===== src/rtl/core/dlp_pkg.sv =====
// Package for the decimal list parser: widths, character codes, status codes,
// parser and sequencer state encodings, and the power-of-ten divisor table.
// Standalone; used by decimal_list_parser_core.
package dlp_pkg;

  localparam int unsigned MaxValues     = 8;
  localparam int unsigned MaxFracDigits = 8;
  localparam int unsigned FracBits      = 16;

  localparam int unsigned ValueW   = 40;
  localparam int unsigned IntW     = ValueW - 1 - FracBits;
  localparam int unsigned IntExtW  = IntW + 4;
  localparam int unsigned FracAccW = 30;
  localparam int unsigned RemW     = FracAccW + 1;
  localparam int unsigned FdW      = $clog2(MaxFracDigits + 1);
  localparam int unsigned CntW     = $clog2(MaxValues + 1);
  localparam int unsigned DivCntW  = $clog2(FracBits + 1);
  localparam int unsigned CfgW     = 4;
  localparam int unsigned IdxW     = 3;
  localparam int unsigned StatusW  = 2;

  localparam logic [7:0] CharSpace = 8'h20;
  localparam logic [7:0] CharComma = 8'h2C;
  localparam logic [7:0] CharMinus = 8'h2D;
  localparam logic [7:0] CharDot   = 8'h2E;
  localparam logic [7:0] CharZero  = 8'h30;
  localparam logic [7:0] CharNine  = 8'h39;

  localparam logic [CfgW-1:0] CountReset = CfgW'(3);

  typedef enum logic [StatusW-1:0] {
    StatusOk     = 2'd0,
    StatusTooFew = 2'd1,
    StatusExtra  = 2'd2
  } status_e;

  typedef enum logic [2:0] {
    PhIdle = 3'b001,
    PhInt  = 3'b010,
    PhFrac = 3'b100
  } phase_e;

  typedef enum logic [3:0] {
    SeqIdle = 4'b0001,
    SeqDiv  = 4'b0010,
    SeqVal  = 4'b0100,
    SeqStat = 4'b1000
  } seq_e;

  function automatic logic [FracAccW-1:0] pow_ten(input logic [FdW-1:0] d);
    logic [FracAccW-1:0] r;
    case (d)
      4'd0:    r = FracAccW'(1);
      4'd1:    r = FracAccW'(10);
      4'd2:    r = FracAccW'(100);
      4'd3:    r = FracAccW'(1000);
      4'd4:    r = FracAccW'(10000);
      4'd5:    r = FracAccW'(100000);
      4'd6:    r = FracAccW'(1000000);
      4'd7:    r = FracAccW'(10000000);
      4'd8:    r = FracAccW'(100000000);
      default: r = FracAccW'(1000000000);
    endcase
    return r;
  endfunction

endpackage


===== src/rtl/core/decimal_list_parser_core.sv =====
// Decimal list parser core: character-serial parser with a bit-serial
// fraction divider and a registered result stage. Depends on dlp_pkg.
//
// Takes one ASCII character per item and yields each signed decimal value as
// Q23.16 when its terminator (space, comma or end of line) arrives, then one
// status result at the end of the line. A character that ends a value starts
// the restoring divider that turns the decimal fraction into 16 binary
// fraction bits, one quotient bit per cycle, and then forms the signed
// result. The end-of-line status follows as a further result. The input is
// not ready while a value is being converted or a result waits to be taken.
module decimal_list_parser_core (
  input  logic                              clk_i,
  input  logic                              rst_ni,
  input  logic                              cfg_valid_i,
  output logic                              cfg_ready_o,
  input  logic [dlp_pkg::CfgW-1:0]          cfg_expected_count_i,
  input  logic                              in_valid_i,
  output logic                              in_ready_o,
  input  logic [7:0]                        text_char_i,
  input  logic                              line_end_i,
  output logic                              out_valid_o,
  input  logic                              out_ready_i,
  output logic                              kind_o,
  output logic signed [dlp_pkg::ValueW-1:0] value_o,
  output logic [dlp_pkg::IdxW-1:0]          value_index_o,
  output logic [dlp_pkg::StatusW-1:0]       status_o,
  output logic                              saturated_o,
  output logic                              last_o
);

  localparam int unsigned IntW     = dlp_pkg::IntW;
  localparam int unsigned IntExtW  = dlp_pkg::IntExtW;
  localparam int unsigned FracAccW = dlp_pkg::FracAccW;
  localparam int unsigned RemW     = dlp_pkg::RemW;
  localparam int unsigned FdW      = dlp_pkg::FdW;
  localparam int unsigned CntW     = dlp_pkg::CntW;
  localparam int unsigned DivCntW  = dlp_pkg::DivCntW;
  localparam int unsigned FracBits = dlp_pkg::FracBits;
  localparam int unsigned ValueW   = dlp_pkg::ValueW;
  localparam int unsigned CfgW     = dlp_pkg::CfgW;
  localparam int unsigned IdxW     = dlp_pkg::IdxW;

  // configuration
  logic [CfgW-1:0] count_q;
  logic [CntW-1:0] eff_count;

  // parser state
  dlp_pkg::phase_e     phase_q, phase_d;
  logic [IntW-1:0]     int_q, int_d;
  logic [FracAccW-1:0] frac_q, frac_d;
  logic [FdW-1:0]      fd_q, fd_d;
  logic                neg_q, neg_d;
  logic                sat_q, sat_d;
  logic [CntW-1:0]     vs_q, vs_d;
  logic                trail_q, trail_d;

  // sequencer and divider
  dlp_pkg::seq_e       seq_q;
  logic [RemW-1:0]     rem_q;
  logic [FracAccW-1:0] den_q;
  logic [FracBits-1:0] quo_q;
  logic [DivCntW-1:0]  dcnt_q;
  logic [IntW-1:0]     res_int_q;
  logic                res_neg_q;
  logic                res_sat_q;
  logic [IdxW-1:0]     res_idx_q;
  logic                stat_pend_q;
  dlp_pkg::status_e    stat_code_q;

  // result register
  logic                  o_kind_q;
  logic [ValueW-1:0]     o_value_q;
  logic [IdxW-1:0]       o_idx_q;
  dlp_pkg::status_e      o_status_q;
  logic                  o_sat_q;
  logic                  o_last_q;

  logic                  accept;
  logic                  is_digit, is_term;
  logic [3:0]            digit;
  logic [IntExtW-1:0]    int_x10;
  logic                  emit;
  logic [CntW-1:0]       vs_emit;
  dlp_pkg::status_e      status_new;
  logic [RemW-1:0]       rem_sh;
  logic [ValueW-1:0]     mag;

  assign cfg_ready_o = 1'b1;
  assign in_ready_o  = (seq_q == dlp_pkg::SeqIdle);
  assign accept      = in_valid_i && in_ready_o;
  assign out_valid_o = (seq_q == dlp_pkg::SeqVal) || (seq_q == dlp_pkg::SeqStat);

  assign kind_o        = o_kind_q;
  assign value_o       = o_value_q;
  assign value_index_o = o_idx_q;
  assign status_o      = o_status_q;
  assign saturated_o   = o_sat_q;
  assign last_o        = o_last_q;

  always_comb begin
    if (count_q == '0) begin
      eff_count = CntW'(1);
    end else if (CntW'(count_q) > CntW'(dlp_pkg::MaxValues)) begin
      eff_count = CntW'(dlp_pkg::MaxValues);
    end else begin
      eff_count = CntW'(count_q);
    end
  end

  assign is_digit = (text_char_i >= dlp_pkg::CharZero) && (text_char_i <= dlp_pkg::CharNine);
  assign is_term  = (text_char_i == dlp_pkg::CharSpace) || (text_char_i == dlp_pkg::CharComma);
  assign digit    = text_char_i[3:0];
  assign int_x10  = ({4'b0, int_q} << 3) + ({4'b0, int_q} << 1) + IntExtW'(digit);

  // next parser state for the current character
  always_comb begin
    phase_d = phase_q;
    int_d   = int_q;
    frac_d  = frac_q;
    fd_d    = fd_q;
    neg_d   = neg_q;
    sat_d   = sat_q;
    trail_d = trail_q;
    emit    = 1'b0;
    if (phase_q == dlp_pkg::PhIdle) begin
      if (vs_q >= eff_count) begin
        if (text_char_i != dlp_pkg::CharSpace) begin
          trail_d = 1'b1;
        end
      end else if (is_digit) begin
        phase_d = dlp_pkg::PhInt;
        int_d   = IntW'(digit);
      end else if (text_char_i == dlp_pkg::CharMinus) begin
        phase_d = dlp_pkg::PhInt;
        neg_d   = 1'b1;
      end
    end else if (is_term) begin
      emit = 1'b1;
      if (text_char_i == dlp_pkg::CharComma && (vs_q + CntW'(1)) >= eff_count) begin
        trail_d = 1'b1;
      end
    end else if (is_digit) begin
      if (phase_q == dlp_pkg::PhInt) begin
        if (int_x10[IntExtW-1:IntW] != '0) begin
          int_d = '1;
          sat_d = 1'b1;
        end else begin
          int_d = int_x10[IntW-1:0];
        end
      end else if (fd_q < FdW'(dlp_pkg::MaxFracDigits)) begin
        frac_d = (frac_q << 3) + (frac_q << 1) + FracAccW'(digit);
        fd_d   = fd_q + FdW'(1);
      end
    end else if (text_char_i == dlp_pkg::CharDot && phase_q == dlp_pkg::PhInt) begin
      phase_d = dlp_pkg::PhFrac;
    end
    if (line_end_i && phase_d != dlp_pkg::PhIdle) begin
      emit = 1'b1;
    end
  end

  assign vs_emit = vs_q + CntW'(emit);

  always_comb begin
    if (vs_emit < eff_count) begin
      status_new = dlp_pkg::StatusTooFew;
    end else if (trail_d) begin
      status_new = dlp_pkg::StatusExtra;
    end else begin
      status_new = dlp_pkg::StatusOk;
    end
  end

  assign rem_sh = {rem_q[RemW-2:0], 1'b0};
  assign mag    = {1'b0, res_int_q, quo_q};

  always_ff @(posedge clk_i or negedge rst_ni) begin
    if (!rst_ni) begin
      count_q <= dlp_pkg::CountReset;
      phase_q <= dlp_pkg::PhIdle;
      int_q   <= '0;
      frac_q  <= '0;
      fd_q    <= '0;
      neg_q   <= 1'b0;
      sat_q   <= 1'b0;
      vs_q    <= '0;
      trail_q <= 1'b0;
      seq_q   <= dlp_pkg::SeqIdle;
      dcnt_q  <= '0;
      stat_pend_q <= 1'b0;
    end else begin
      if (cfg_valid_i) begin
        count_q <= cfg_expected_count_i;
      end
      case (seq_q)
        dlp_pkg::SeqIdle: begin
          if (accept) begin
            if (emit || line_end_i) begin
              phase_q <= dlp_pkg::PhIdle;
              int_q   <= '0;
              frac_q  <= '0;
              fd_q    <= '0;
              neg_q   <= 1'b0;
              sat_q   <= 1'b0;
            end else begin
              phase_q <= phase_d;
              int_q   <= int_d;
              frac_q  <= frac_d;
              fd_q    <= fd_d;
              neg_q   <= neg_d;
              sat_q   <= sat_d;
            end
            if (line_end_i) begin
              vs_q    <= '0;
              trail_q <= 1'b0;
            end else begin
              vs_q    <= vs_emit;
              trail_q <= trail_d;
            end
            stat_pend_q <= line_end_i;
            if (emit) begin
              dcnt_q <= '0;
              seq_q  <= dlp_pkg::SeqDiv;
            end else if (line_end_i) begin
              seq_q  <= dlp_pkg::SeqStat;
            end
          end
        end
        dlp_pkg::SeqDiv: begin
          dcnt_q <= dcnt_q + DivCntW'(1);
          if (dcnt_q == DivCntW'(FracBits)) begin
            seq_q <= dlp_pkg::SeqVal;
          end
        end
        dlp_pkg::SeqVal: begin
          if (out_ready_i) begin
            if (stat_pend_q) begin
              seq_q <= dlp_pkg::SeqStat;
            end else begin
              seq_q <= dlp_pkg::SeqIdle;
            end
          end
        end
        dlp_pkg::SeqStat: begin
          if (out_ready_i) begin
            stat_pend_q <= 1'b0;
            seq_q       <= dlp_pkg::SeqIdle;
          end
        end
        default: begin
          seq_q <= dlp_pkg::SeqIdle;
        end
      endcase
    end
  end

  // divider, token snapshot and result payload
  always_ff @(posedge clk_i) begin
    case (seq_q)
      dlp_pkg::SeqIdle: begin
        if (accept && emit) begin
          rem_q       <= RemW'(frac_d);
          den_q       <= dlp_pkg::pow_ten(fd_d);
          quo_q       <= '0;
          res_int_q   <= int_d;
          res_neg_q   <= neg_d;
          res_sat_q   <= sat_d;
          res_idx_q   <= vs_q[IdxW-1:0];
          stat_code_q <= status_new;
        end else if (accept && line_end_i) begin
          o_kind_q   <= 1'b1;
          o_value_q  <= '0;
          o_idx_q    <= '0;
          o_status_q <= status_new;
          o_sat_q    <= 1'b0;
          o_last_q   <= 1'b1;
        end
      end
      dlp_pkg::SeqDiv: begin
        if (dcnt_q == DivCntW'(FracBits)) begin
          o_kind_q   <= 1'b0;
          o_value_q  <= res_neg_q ? (ValueW'(0) - mag) : mag;
          o_idx_q    <= res_idx_q;
          o_status_q <= dlp_pkg::StatusOk;
          o_sat_q    <= res_sat_q;
          o_last_q   <= 1'b0;
        end else if (rem_sh >= RemW'(den_q)) begin
          rem_q <= rem_sh - RemW'(den_q);
          quo_q <= {quo_q[FracBits-2:0], 1'b1};
        end else begin
          rem_q <= rem_sh;
          quo_q <= {quo_q[FracBits-2:0], 1'b0};
        end
      end
      dlp_pkg::SeqVal: begin
        if (out_ready_i && stat_pend_q) begin
          o_kind_q   <= 1'b1;
          o_value_q  <= '0;
          o_idx_q    <= '0;
          o_status_q <= stat_code_q;
          o_sat_q    <= 1'b0;
          o_last_q   <= 1'b1;
        end
      end
      default: begin
        o_kind_q <= o_kind_q;
      end
    endcase
  end

endmodule

===== config.mk =====
export PLATFORM = sky130hd
export DESIGN_NAME = decimal_list_parser_core
export DESIGN_NICKNAME = d
export VERILOG_FILES = /design/src/rtl/core/dlp_pkg.sv /design/src/rtl/core/decimal_list_parser_core.sv
export SDC_FILE = /design/constraint.sdc
export NUM_CORES = 1
export LEC_CHECK = 0
export BUFFER_PORTS_ARGS = -buffer_cell sky130_fd_sc_hd__buf_2
export CAP_MARGIN = 10
export CELL_PAD_IN_SITES_DETAIL_PLACEMENT = 2
export CELL_PAD_IN_SITES_GLOBAL_PLACEMENT = 2
export CORE_MARGIN = 4
export CORE_UTILIZATION = 44
export DETAILED_ROUTE_END_ITERATION = 10
export GPL_TIMING_DRIVEN = 0
export PLACE_DENSITY_LB_ADDON = 0.12
export SLEW_MARGIN = 30
export SYNTH_ARGS = -nofsm -noshare
export SYNTH_HDL_FRONTEND = slang
export SYNTH_SLANG_ARGS = --single-unit

===== constraint.sdc =====
create_clock -name clk_i -period 14.8 [get_ports clk_i]
set_input_delay 0.74 -clock clk_i [delete_from_list [all_inputs] [get_ports clk_i]]
set_output_delay 0.74 -clock clk_i [all_outputs]
set_load 0.05 [all_outputs]

==> out/metrics.csv <==
stage;metric;value;unit
synth;synth_fa_ha_area_frac;0.1270;
die;dieArea;0.03892;mm²
global_routing;overflow;0;
synth;yosys_register_bits;227;
sta;slew_headroom;0.3332;
setup_path;cpPeakStageDelay;0.79;ns
cells_and_area;nets;1884;
run_status;outcome;finished clean;
sta;period_share;0.3468;
setup_path;cp_data_required_time;15.12;ns
detailed_routing;ant_nets;0;
synth;synth_top_family_by_area;compound AO/OA/AOI/OAI gates;
sta;setup_viol_count_final;0;
sta;rsz0062_at_grt;false;
clock_tree;ctsRootBufferMaster;clkbuf_16;
clock_tree;numCtsBuffers;27;
min_path;hold_class;input port to asynchronous set/reset pin;
placed_design;io_buffers;66;
sta;tightest_slew;1.000;ns
detailed_routing;drc;0;
synth;synthSimpleGateAreaFrac;0.1511;
die;initial_core_util;0.4442;
clock_tree;cts_tree;built;
synth;avgSynthCellArea;9.839;µm²
detailed_routing;wl;57630;µm
synth;synth_nets;1777;
detailed_routing;drtIter0Drc;807;
global_routing;grt_pass1_wl;90020;µm
synth;synth-main-ff-cell;edfxtp_1;
setup_path;cp_max_fo;4;
setup_path;slowest_stage;a2111oi_0;
die;fp.dieH;197.3;µm
power_and_ir_drop;p_leak;7.756;nW
clock_tree;clk_pin_slew_worst_paths;0.06;ns
die;placement_rows;69;
setup_path;worst_ep_arrival_time;5.45;ns
sta;fmax;194.8;MHz
die;fp.dieW;197.3;µm
sta;hold_viol;0;
clock_tree;clock-sinks;227;
synth;seq_area_frac_synth;0.4070;
detailed_routing;routedWlPerCell;26.29;µm
detailed_routing;vias;13813;
global_routing;grt_usage;0.2921;
setup_path;crit_type;register to register;
sta;finalClockSkew;0.01812;ns
cells_and_area;final_layout_size_suffix_gt1_frac;0.1035;
clock_tree;insertion_delay;0.57;ns
clock_tree;cts_resized;0;
die;coreArea;0.03548;mm²
sta;finalSetupTns;0;ns
power_and_ir_drop;powerDensity;118.7;mW/mm²
clock_tree;postCtsSetupBuffers;0;
detailed_routing;first_pass_iters;5;
global_routing;antenna_found_initial;1;
synth;synth_edf_count;146;
synth;mappedNetlistArea;0.01576;mm²
detailed_routing;via_per_inst;6.302;
sta;period_needed;5.133;ns
synth;syn_inst;1602;
power_and_ir_drop;max-vdd-ir-drop;0.1332;mV
global_routing;grt_pass1_vias;14991;
synth;synthMuxAreaShare;0.03548;
synth;synth_compound_area_frac;0.1918;
synth;synthDistinctLibCells;87;
synth;synthXorXnorAreaFrac;0.05890;
run;drv_cap;0;
cells_and_area;area_growth;12.54;%
setup_path;start_kind;register;
clock_tree;clockBufferDepth;3;
clock_tree;htree_levels;1;
setup_path;critPathCaptureType;register;
placed_design;post-dp-hpwl;41730;µm
clock_tree;cts_hold_buf;0;
synth;ys_async_sr_fraction;0.3568;
placed_design;gp_congestion;0.8757;
synth;yosys_warnings;0;
sta;slew_violations;0;
power_and_ir_drop;p_total;0.002106;W
setup_path;path_cells;nor2_1 > nor2_1 > nor2_1 > ha_1 > nand2b_1 > a21o_1 > a21o_1 > a2111oi_0 > o21ai_0 > nand2_1 > ha_1 > ha_1 > ha_1 > o31a_1 > o21ai_0 > nand2b_1 > a21oi_1 > nor2_1 > a22o_1;
die;io_pins;69;
global_routing;grt_max_degree;48;
where the power goes:
group          switching, W  leakage, nW  internal (W)
clock              0.000293        0.414      0.000364
combinational      0.000463         4.88      0.000152
sequential        0.0000493         2.46      0.000785
synthesized netlist by cell type (23+ instances only):
master,count,area (µm²)
o21ai_0,79,395.4
ha_1,152,1902
nor3_1,42,210.2
dfrtp_1,77,1927
xor2_1,61,534.3
nand2_1,132,495.5
a21o_1,34,255.2
xnor2_1,45,394.1
and2_1,23,143.9
inv_1,56,210.2
a31oi_1,24,150.1
edfxtp_1,146,4384
nand3_1,38,190.2
o21ai_1,30,150.1
a21oi_1,106,530.5
clkbuf_1,49,183.9
nor2_1,130,488.0
mux2i_1,48,480.5
sequential cells by signal (all words and copies together), names as in the netlist, 2 cells and up:
register       cells
res_idx_q          3
quo_q             16
count_q            4
status_o           2
int_q             23
res_int_q         23
seq_q              4
dcnt_q             5
phase_q            3
rem_q             30
value_o           40
frac_q            30
vs_q               4
den_q             23
stat_code_q        2
value_index_o      3
fd_q               4
routing by layer:
metal,vias to the layer above,share of wire,GRT usage
met5,-,0.00026,0
met4,2,0.029,0.08192
met3,110,0.053,0.04435
met2,372,0.47,0.4845
met1,7136,0.45,0.4000
li1,6193,-,-
area by class of cell:
type / count / area (µm²)
flip-flops and latches: 227 / 6416
diodes: 1 / 2.502
repair buffers: 78 / 504.2
multi-input cells: 1259 / 8942
plain buffers: 59 / 236.5
fillers: 3678 / 17740
clock inverters: 10 / 72.57
well taps: 461 / 576.8
inverters: 57 / 214.0
clock buffers: 40 / 774.5
cells by family after synthesis:
kind of cell             count (synthesis)
flip-flops                             227
adder cells (fa/ha/maj)                157
multiplexers                            55
buffers and inverters                  116
XOR/XNOR                               106
other                                    1
AO/OA/AOI/OAI                          454
AND/OR/NAND/NOR                        486
critical path, delay by kind of cell (launching register included):
kind	cells	cell delay, ns
DFF	1	0.55
AOI/OAI and AO/OA	8	2.35
and+or+nand+nor	7	0.96
adders and majority gates	4	1.02
worst paths after layout:
kind	startpoint	to	slack [ns]	cells past startpoint
max	count_q[1]	status_o[1]	9.67	19
min in group clk_i	cfg_expected_count_i[3]	count_q[3]	0.41	3
max reg2reg	count_q[1]	status_o[1]	9.67	19
max in group asynchronous	rst_ni	phase_q[0]	14.09	2
min reg2reg	trail_q	trail_q	0.53	2
min	rst_ni	int_q[10]	0.09	1
stage by stage:
stage	worst slack [ns]	std cells	util	area, µm²	hold WS (ns)
floorplan	6.214	1602	-	15760	0.4444
global placement	0.5744	2129	0.4698	16670	0.4653
detailed placement	9.345	2141	0.4758	16880	0.4842
CTS	9.709	2191	0.4997	17730	0.08259
global route	9.431	2191	0.4999	17740	0.09882
finish	9.667	2192	0.4999	17740	0.08501
placed cells by master (no fill, tap or decap), types with 13 or more instances in the layout:
master	n
buf_2	71
clkbuf_16	27
dfrtp_1	77
o31ai_1	18
o21ai_0	79
and3_1	17
o21a_1	13
inv_1	56
nand2_1	132
xor2_1	61
nor3_1	41
a31oi_1	24
a22o_1	21
and2_1	23
nand2b_1	16
mux2i_1	48
edfxtp_1	146
o21ai_1	30
o211ai_1	16
a21o_1	34
a21oi_1	105
clkbuf_1	56
a211oi_1	22
nor2_1	130
xnor2_1	45
ha_1	152
nand3_1	38
No activity file was read; power rests on OpenSTA's default activity.
